File: src/tmq_pkg.sv
`timescale 1ns / 1ps

package tmq_pkg;

  // Field widths fixed by the transaction format
  localparam int unsigned OP_W   = 2;
  localparam int unsigned TYPE_W = 8;
  localparam int unsigned MSG_W  = 8;
  localparam int unsigned ST_W   = 2;

  // Operation codes; code three is unused and answered with ok
  localparam logic [OP_W-1:0] OP_POST  = 2'd0;
  localparam logic [OP_W-1:0] OP_GET   = 2'd1;
  localparam logic [OP_W-1:0] OP_CLEAR = 2'd2;

  // Status codes
  localparam logic [ST_W-1:0] ST_OK       = 2'd0;
  localparam logic [ST_W-1:0] ST_BAD_TYPE = 2'd1;
  localparam logic [ST_W-1:0] ST_FULL     = 2'd2;
  localparam logic [ST_W-1:0] ST_EMPTY    = 2'd3;

  // A zero byte marks a free slot
  localparam logic [MSG_W-1:0] EMPTY_SLOT = 8'h00;

endpackage

File: src/typed_message_queue_core.sv
`timescale 1ns / 1ps

// Typed message queue: NUM_TYPES queues of QUEUE_DEPTH byte slots, one queue
// per memory word. A transaction is accepted when start_i is high and busy_o
// is low; its result shows on status_o and head_message_o for exactly one
// cycle, marked by done_o, and must be taken then. A bad type or the unused
// operation code answers in the cycle after acceptance without going busy. A
// get from an empty queue is answered from the load state, without a scan.
// Post, get and clear keep busy_o high through the load, scan, pad and write
// states; in the pad state clear adds one free slot per removed or free
// slot. The result shows in the first cycle with busy_o low again. The
// scan passes one byte slot per cycle through the shared slot
// compare unit, between a read and a write back of the queue's
// memory word. The store reads as all zero after reset through per-queue
// valid bits, so no clearing pass is needed.
module typed_message_queue_core
  import tmq_pkg::*;
#(
  parameter int unsigned NUM_TYPES   = 8,
  parameter int unsigned QUEUE_DEPTH = 16
) (
  input  logic              clk_i,
  input  logic              rst_ni,
  input  logic              start_i,
  output logic              busy_o,
  input  logic [OP_W-1:0]   operation_i,
  input  logic [TYPE_W-1:0] queue_type_i,
  input  logic [MSG_W-1:0]  message_i,
  output logic              done_o,
  output logic [ST_W-1:0]   status_o,
  output logic [MSG_W-1:0]  head_message_o
);

  localparam int unsigned ROW_W = QUEUE_DEPTH * MSG_W;
  localparam int unsigned AW    = (NUM_TYPES > 1) ? $clog2(NUM_TYPES) : 1;
  localparam int unsigned KW    = $clog2(QUEUE_DEPTH);
  localparam int unsigned NW    = $clog2(QUEUE_DEPTH + 1);

  typedef enum logic [2:0] {
    S_IDLE,
    S_LOAD,
    S_SCAN,
    S_PAD,
    S_WRITE
  } state_e;

  state_e              state_q, state_d;
  logic                done_q, done_d;
  logic [ST_W-1:0]     status_q, status_d;
  logic [MSG_W-1:0]    head_q, head_d;
  logic [NUM_TYPES-1:0] valid_q;

  logic [OP_W-1:0]     op_q, op_d;
  logic [MSG_W-1:0]    msg_q, msg_d;
  logic [AW-1:0]       addr_q, addr_d;
  logic [MSG_W-1:0]    taken_q, taken_d;
  logic [ROW_W-1:0]    in_q, in_d;
  logic [ROW_W-1:0]    out_q, out_d;
  logic [KW-1:0]       k_q, k_d;
  logic [NW-1:0]       n_q, n_d;
  logic                found_q, found_d;
  logic                stop_q, stop_d;

  logic [ROW_W-1:0]    mem_q [NUM_TYPES];
  logic [ROW_W-1:0]    rdata_q;
  logic                rvalid_q;
  logic                mem_re, mem_we;

  logic [ROW_W-1:0]    row_w;
  logic [MSG_W-1:0]    cur_w, nxt_w, byte_w;
  logic                emit_w, bad_type_w, last_w;

  assign bad_type_w = (queue_type_i >= TYPE_W'(NUM_TYPES));
  assign row_w      = rvalid_q ? rdata_q : '0;
  assign cur_w      = in_q[MSG_W-1:0];
  assign nxt_w      = in_q[2*MSG_W-1:MSG_W];
  assign last_w     = (k_q == KW'(QUEUE_DEPTH - 1));

  // Shared slot unit: decides the byte one scan step emits
  always_comb begin
    emit_w  = 1'b0;
    byte_w  = cur_w;
    found_d = found_q;
    stop_d  = stop_q;
    case (op_q)
      OP_POST: begin
        emit_w = 1'b1;
        if (!found_q && cur_w == EMPTY_SLOT) begin
          byte_w  = msg_q;
          found_d = 1'b1;
        end
      end
      OP_GET: begin
        emit_w = 1'b1;
        if (stop_q) begin
          byte_w = cur_w;
        end else if (last_w) begin
          byte_w = EMPTY_SLOT;
        end else if (k_q != '0 && cur_w == EMPTY_SLOT) begin
          byte_w = cur_w;
          stop_d = 1'b1;
        end else begin
          byte_w = nxt_w;
        end
      end
      OP_CLEAR: begin
        emit_w = (cur_w != EMPTY_SLOT) && (cur_w != msg_q);
      end
      default: begin
        emit_w = 1'b0;
      end
    endcase
  end

  // Sequencer next state
  always_comb begin
    state_d  = state_q;
    done_d   = 1'b0;
    status_d = status_q;
    head_d   = head_q;
    op_d     = op_q;
    msg_d    = msg_q;
    addr_d   = addr_q;
    taken_d  = taken_q;
    in_d     = in_q;
    out_d    = out_q;
    k_d      = k_q;
    n_d      = n_q;
    mem_re   = 1'b0;
    mem_we   = 1'b0;
    case (state_q)
      S_IDLE: begin
        if (start_i) begin
          if (bad_type_w) begin
            done_d   = 1'b1;
            status_d = ST_BAD_TYPE;
            head_d   = EMPTY_SLOT;
          end else if (operation_i != OP_POST && operation_i != OP_GET &&
                       operation_i != OP_CLEAR) begin
            done_d   = 1'b1;
            status_d = ST_OK;
            head_d   = EMPTY_SLOT;
          end else begin
            mem_re  = 1'b1;
            op_d    = operation_i;
            msg_d   = message_i;
            addr_d  = queue_type_i[AW-1:0];
            state_d = S_LOAD;
          end
        end
      end
      S_LOAD: begin
        if (op_q == OP_GET && row_w[MSG_W-1:0] == EMPTY_SLOT) begin
          done_d   = 1'b1;
          status_d = ST_EMPTY;
          head_d   = EMPTY_SLOT;
          state_d  = S_IDLE;
        end else begin
          in_d    = row_w;
          taken_d = row_w[MSG_W-1:0];
          k_d     = '0;
          n_d     = '0;
          state_d = S_SCAN;
        end
      end
      S_SCAN: begin
        in_d = {EMPTY_SLOT, in_q[ROW_W-1:MSG_W]};
        if (emit_w) begin
          out_d = {byte_w, out_q[ROW_W-1:MSG_W]};
          n_d   = n_q + NW'(1);
        end
        if (last_w) begin
          state_d = S_PAD;
        end else begin
          k_d = k_q + KW'(1);
        end
      end
      S_PAD: begin
        // fill the tail with free slots until the row is complete
        if (n_q == NW'(QUEUE_DEPTH)) begin
          state_d = S_WRITE;
        end else begin
          out_d = {EMPTY_SLOT, out_q[ROW_W-1:MSG_W]};
          n_d   = n_q + NW'(1);
        end
      end
      S_WRITE: begin
        mem_we   = 1'b1;
        done_d   = 1'b1;
        status_d = (op_q == OP_POST && !found_q) ? ST_FULL : ST_OK;
        head_d   = (op_q == OP_GET) ? taken_q : EMPTY_SLOT;
        state_d  = S_IDLE;
      end
      default: begin
        state_d = S_IDLE;
      end
    endcase
  end

  // State and registered outputs
  always_ff @(posedge clk_i or negedge rst_ni) begin
    if (!rst_ni) begin
      state_q  <= S_IDLE;
      done_q   <= 1'b0;
      status_q <= ST_OK;
      head_q   <= EMPTY_SLOT;
      valid_q  <= '0;
      found_q  <= 1'b0;
      stop_q   <= 1'b0;
    end else begin
      state_q  <= state_d;
      done_q   <= done_d;
      status_q <= status_d;
      head_q   <= head_d;
      if (mem_we) begin
        valid_q[addr_q] <= 1'b1;
      end
      if (state_q == S_LOAD) begin
        found_q <= 1'b0;
        stop_q  <= 1'b0;
      end else if (state_q == S_SCAN) begin
        found_q <= found_d;
        stop_q  <= stop_d;
      end
    end
  end

  // Datapath registers
  always_ff @(posedge clk_i) begin
    op_q    <= op_d;
    msg_q   <= msg_d;
    addr_q  <= addr_d;
    taken_q <= taken_d;
    in_q    <= in_d;
    out_q   <= out_d;
    k_q     <= k_d;
    n_q     <= n_d;
  end

  // Row memory: one queue per word, registered read
  always_ff @(posedge clk_i) begin
    if (mem_we) begin
      mem_q[addr_q] <= out_q;
    end
    if (mem_re) begin
      rdata_q  <= mem_q[queue_type_i[AW-1:0]];
      rvalid_q <= valid_q[queue_type_i[AW-1:0]];
    end
  end

  assign busy_o         = (state_q != S_IDLE);
  assign done_o         = done_q;
  assign status_o       = status_q;
  assign head_message_o = head_q;

endmodule

File: config.mk
export PLATFORM = sky130hd
export DESIGN_NAME = typed_message_queue_core
export DESIGN_NICKNAME = d
export VERILOG_FILES = /design/src/tmq_pkg.sv /design/src/typed_message_queue_core.sv
export SDC_FILE = /design/constraint.sdc
export NUM_CORES = 1
export LEC_CHECK = 0
export ABC_AREA = 1
export ABC_CLOCK_PERIOD_IN_PS = 8800
export BUFFER_PORTS_ARGS = -buffer_cell sky130_fd_sc_hd__buf_2
export CELL_PAD_IN_SITES_DETAIL_PLACEMENT = 0
export CELL_PAD_IN_SITES_GLOBAL_PLACEMENT = 2
export CORE_MARGIN = 2
export CORE_UTILIZATION = 46
export CTS_BUF_LIST = sky130_fd_sc_hd__clkbuf_16
export CTS_CLUSTER_DIAMETER = 30
export DETAILED_ROUTE_END_ITERATION = 10
export HOLD_SLACK_MARGIN = 0.02
export PLACE_DENSITY_LB_ADDON = 0.2
export SLEW_MARGIN = 25
export SYNTH_ARGS = -nofsm -noshare
export SYNTH_HDL_FRONTEND = slang
export SYNTH_SLANG_ARGS = --single-unit
File: constraint.sdc
create_clock -name clk_i -period 8.8 [get_ports clk_i]
set_input_delay 1.76 -clock clk_i [delete_from_list [all_inputs] [get_ports clk_i]]
set_output_delay 1.76 -clock clk_i [all_outputs]
set_load 0.03 [all_outputs]
### Word level (Yosys, flattened, before mapping)

Memory sizes are Yosys's and may differ from the RTL's. A register that Yosys moved wholly into a read port is not among the register bits.
Index checks and enable logic that the tools add are counted.

* add/sub/neg operators: 2
* multiply operators: 0
* divide/modulo/power cells: 0
* order comparisons: 4
* eq/ne operators: 22
* shift-type cells: 0
* multiplexer cells: 64
* bitwise gates (word level): 4
* reduce and logical (&&, ||, !) cells: 35

Operators with widths (number)
* $mux 128: 4
* $pmux 128 s2: 2
* $mux 8: 9
* $pmux 8 s3: 1
* $mux 1: 23
* $ne 2x2->1 const B: 11
* $logic_not 8->1: 2
* $pmux 8 s2: 1
* $mux 3: 5
* $mux 5: 3
* $pmux 5 s3: 1
* $mux 2: 6
* $pmux 3 s4: 1
* $reduce_and 4->1: 3
* $reduce_bool 2->1: 6
* $reduce_and 3->1: 3
* $reduce_bool 3->1: 3
* $ge 8x4->1 const B: 1
* $logic_and 1x1->1: 8
* $lt 3x4->1 const B: 2
* $mux 4: 2
* $ne 8x8->1: 1
* $or 8x8->8: 1
* $pmux 4 s2: 1
* other kinds (26): 31

* register bits after elaboration: 311
* bits in latches: 0
* RAM bits: 1024
* ROM bits: 0
* output and inout bits: 12
* word-level logic and storage cells: 148
* memories: 1

Memories
* mem_q: words 8, width 128, rd ports 1, clocked after memory_dff 1, wr ports 1, line typed_message_queue_core.sv:64 `logic [ROW_W-1:0] mem_q [NUM_TYPES];`

### Logic depth before layout (Yosys ltp)

* word-level depth: 8
* depth in mapped cells: 10
* depth with buffers taken out: 9

### Worst setup path after synthesis

No wires, ideal clock.

* path type: input to register
* start point: in queue_type_i[5]
* end point: reg rdata_q[0] (read register of mem_q), enable pin
* data arrival time: 7.542 ns
* required time: 8.181 ns
* slack: 0.639 ns
* stages on the path: 5
* cells stage by stage: nor2_1 -> nand3b_1 -> a21oi_1 -> nand2_1 -> nor2_1

* cells in the longest elaborated chain, start to end: 4

RTL lines
* from (decl): line typed_message_queue_core.sv:27 `input logic [TYPE_W-1:0] queue_type_i,`
* $ge 8x4->1: line typed_message_queue_core.sv:73 `assign bad_type_w = (queue_type_i >= TYPE_W'(NUM_TYPES));`
* $mux 1: line typed_message_queue_core.sv:134 `if (bad_type_w) begin`
* $mux 1: line typed_message_queue_core.sv:133 `if (start_i) begin`
* $mux 1: line typed_message_queue_core.sv:131 `case (state_q)`
* via mem_re: line typed_message_queue_core.sv:67 `logic mem_re, mem_we;`
* to (decl): line typed_message_queue_core.sv:65 `logic [ROW_W-1:0] rdata_q;`

The timed path passes the listed nets, and every way through them passes these cells.
A chain may end at the register's enable or synchronous reset.

### Worst setup path in the final report

* start point: in queue_type_i[0]
* end point: reg rdata_q[80] (read register of mem_q), data pin

* cells in the longest elaborated chain, start to end: 4

RTL lines (line)
* $ge 8x4->1: typed_message_queue_core.sv:73
* $mux 1: typed_message_queue_core.sv:134
* $mux 1: typed_message_queue_core.sv:133
* $mux 1: typed_message_queue_core.sv:131

Several ways; a longest one is shown, not always the timed one.

==> out/summary.txt <==
outcome: complete, no violations
Final setup viols: 0
final hold violations: 0
Flop pwr share: 44.8%
total CTS buffers: 304
final net count: 3991
Worst Tran Pin Value: 1.11 ns
met1 GRT Util: 30.8%
critical path's top delay family: buffers and inverters
WP buf/inv: 3
RSZ-0062 raised after global routing: no
Die W: 349 µm
DP Cell Count: 5195
CP required: 9.49 ns
non-filler cells, final: 5726
DR vias/cell: 5.53
routed vias: 31638
Clk Latency, worst-skew pair: 0.86 ns
Post-DP HPWL: 54100 µm
Crit-path slowest cell: buf_4
FF+latch area: 43800 µm²
n_diodes: 0
total routed wirelength: 131000 µm
DRT iter0 DRCs: 2737
initial core utilization: 46.4%
CTS root buf: clkbuf_16
WP data arrival: 4.42 ns
clock-pin slew on the worst setup and hold paths: 0.05 ns
met2 Use GR: 34.2%
PostCTS Resize Cnt: 0
Synth Net Count: 3846
first-pass GRT wire length: 199000 µm
VDD IR-drop max: 0.000232 V
pre-CTS setup slack: 3.94 ns
Logic pwr share: 8.5%
total track usage: 21.6%
I/O Pins: 33
vias in the first global route: 31607
Syn Std Cell Area: 54900 µm²
Slew Viols, Final: 0
Seq/Total Area, Yosys: 79.9%
share of post-route cells with drive strength above 1: 13.3%
Num Clock Sinks: 1463
PwrDens: 356 nW/µm²
Avg WL per Cell: 22.9 µm
CP max stage delay: 0.76 ns
NetSw: 6000 µW
area of the multi-input gates: 9860 µm²
Period minus WS final: 3.73 ns
skew final: 0.0438 ns
Synth Warn #: 0
top achievable clock speed: 268 MHz
htree depth: 5
# fillers: 9312
Yosys reg bits: 1463
Rel. slew slack: 25.9%
Initial DRT Pass Iterations: 5
crit share post-route: 42.4%
gate count after technology mapping: 3821
Critical Path Source Type: input pin
Final GP Congestion: 0.755
initial antenna violation count: 2
Die Height: 349 µm
grt ovf: 0
die area: 122000 µm²
final setup TNS: 0 ns
Clock Path Buffers: 4
Pint: 17700 µW
Row Count: 126
Setup Fix Bufs, Post-CTS: 0
DRC violations left: 0
hold buffers post-CTS: 0
Leakage: 0.0233 µW
Worst path most repeated cell: nand2_1
area of the core: 118000 µm²
Area Growth Syn to Fin: 21.3%
largest net degree at the start of global routing: 169
busiest grt layer: met2
CP Capture Type: register
Worst Path Class, Setup: input pin to register
share of power burned in the clock network: 46.6%
hold crit path type: register to register
critical-path cell list: buf_8 -> buf_6 -> buf_4 -> o21ai_0 -> o22ai_1 -> nand2_1 -> nand2_1
Setup WS post-layout: 5.07 ns
count of input and output buffers: 32
max_cap viols: 0
met3 GRT Util: 3.58%
CP max FO: 113
Antenna Violating Nets Remaining: 0
Syn Area/Cell: 14.4 µm²
CTS tree: built
switching portion of total power: 25.3%
Synth cell types: 34
## final timing paths
check	startpoint	to	slack [ns]	cells after the start
min in group asynchronous	rst_ni	valid_q[2]$_DFFE_PN0P_	0.94	1
hold reg to reg	taken_q[7]$_DFFE_PP_	head_message_o[7]$_DFFE_PN0P_	0.44	2
max in group asynchronous	rst_ni	state_q[1]$_DFFE_PN0P_	7.45	1
setup reg to reg	state_q[1]$_DFFE_PN0P_	in_q[77]$_DFFE_PP_	5.37	8
setup / recovery	queue_type_i[0]	rdata_q[80]$_DFFE_PP_	5.07	7
hold / removal	taken_q[7]$_DFFE_PP_	head_message_o[7]$_DFFE_PN0P_	0.44	2
## through the flow
stage | instance area (µm²) | hold slack [ns] | utilization (%) | power (µW)
floorplan | 54900 | 0.426 | - | 11700
global placement | 56500 | 0.430 | 47.8 | 12800
detailed placement | 56500 | 0.432 | 47.8 | 12800
CTS | 66500 | 0.442 | 56.2 | 23900
global route | 66500 | 0.471 | 56.3 | 24500
finish | 66500 | 0.439 | 56.3 | 23700
## worst min-delay path: cells and delay by family, from the launching register on
family / cells / cell delay (ns)
flip-flops: 1 / 0.31
AND/OR/NAND/NOR: 2 / 0.10
## synthesized netlist by cell type, drive strengths merged
library cell / count / area share [%]
xnor2: 5 / 0.080
xor2: 2 / 0.032
o21ai: 536 / 4.9
and2: 1 / 0.011
a21oi: 22 / 0.20
nand3b: 1 / 0.014
dfrtp: 24 / 1.1
o31ai: 1 / 0.014
o22ai: 256 / 2.9
nand3: 28 / 0.26
or2: 5 / 0.057
nor3: 4 / 0.055
nand2: 511 / 3.5
clkbuf: 155 / 1.1
ha: 4 / 0.091
nor2: 558 / 3.8
inv: 70 / 0.48
a22oi: 1 / 0.014
a22o: 112 / 1.8
buf: 78 / 0.75
clkinv: 2 / 0.014
a31oi: 3 / 0.034
edfxtp: 1439 / 79
nand4: 3 / 0.034
## metal layers
metal,vias to the layer above,share of wire (%)
met1,15938,46
met3,242,5.3
met4,0,2.2
met2,910,47
li1,14548,-
met5,-,0
## cells by family after synthesis
kind of cell	after synthesis	synth area share, %
AOI/OAI and AO/OA	931	9.87
xor gates and xnor gates	7	0.112
adders and majority gates	4	0.0912
buffers and inverters	305	2.31
DFF	1463	79.9
and+or+nand+nor	1111	7.76
## registers in the layout, indices dropped and copies added, names as in the netlist, 2 cells and up
signal	count
in_q	128
n_q	5
taken_q	8
state_q	3
rdata_q	128
head_message_o	8
k_q	4
out_q	128
msg_q	8
op_q	2
mem_q	1024
valid_q	8
addr_q	3
status_o	2
## cells in the final DEF (no fill, tap or decap), types with 11 or more instances in the layout
| master | n |
|---|---|
| clkinv_1 | 41 |
| a22o_1 | 112 |
| nor2_1 | 547 |
| bufinv_16 | 40 |
| clkinv_2 | 43 |
| clkbuf_16 | 310 |
| a21oi_1 | 22 |
| o22ai_1 | 256 |
| dfrtp_1 | 24 |
| nand3_1 | 28 |
| clkinvlp_4 | 23 |
| clkinv_4 | 22 |
| o21ai_1 | 23 |
| nand2_1 | 508 |
| edfxtp_1 | 1439 |
| inv_1 | 96 |
| buf_12 | 11 |
| buf_4 | 27 |
| inv_6 | 20 |
| o21ai_0 | 512 |
| buf_2 | 29 |
## final cells by class
cell class | instances | share of cell area [%]
Clock buffer | 310 | 11.7
Clock inverter | 220 | 3.36
Inverter | 72 | 0.451
Multi-Input combinational cell | 2053 | 14.8
Sequential cell | 1463 | 65.9
Tap cell | 1536 | 2.89
Timing Repair Buffer | 72 | 0.948
## power by group through the flow
| stage | logic, µW | registers (µW) | clock network (µW) |
|---|---|---|---|
| after floorplan | 1220 | 10500 | 0 |
| after global placement | 2050 | 10700 | 0 |
| after detailed placement | 2050 | 10700 | 0 |
| after CTS | 2060 | 10600 | 11200 |
| after global routing | 2220 | 10800 | 11500 |
| final | 2020 | 10600 | 11000 |
Power figures use the tool's default switching activity.
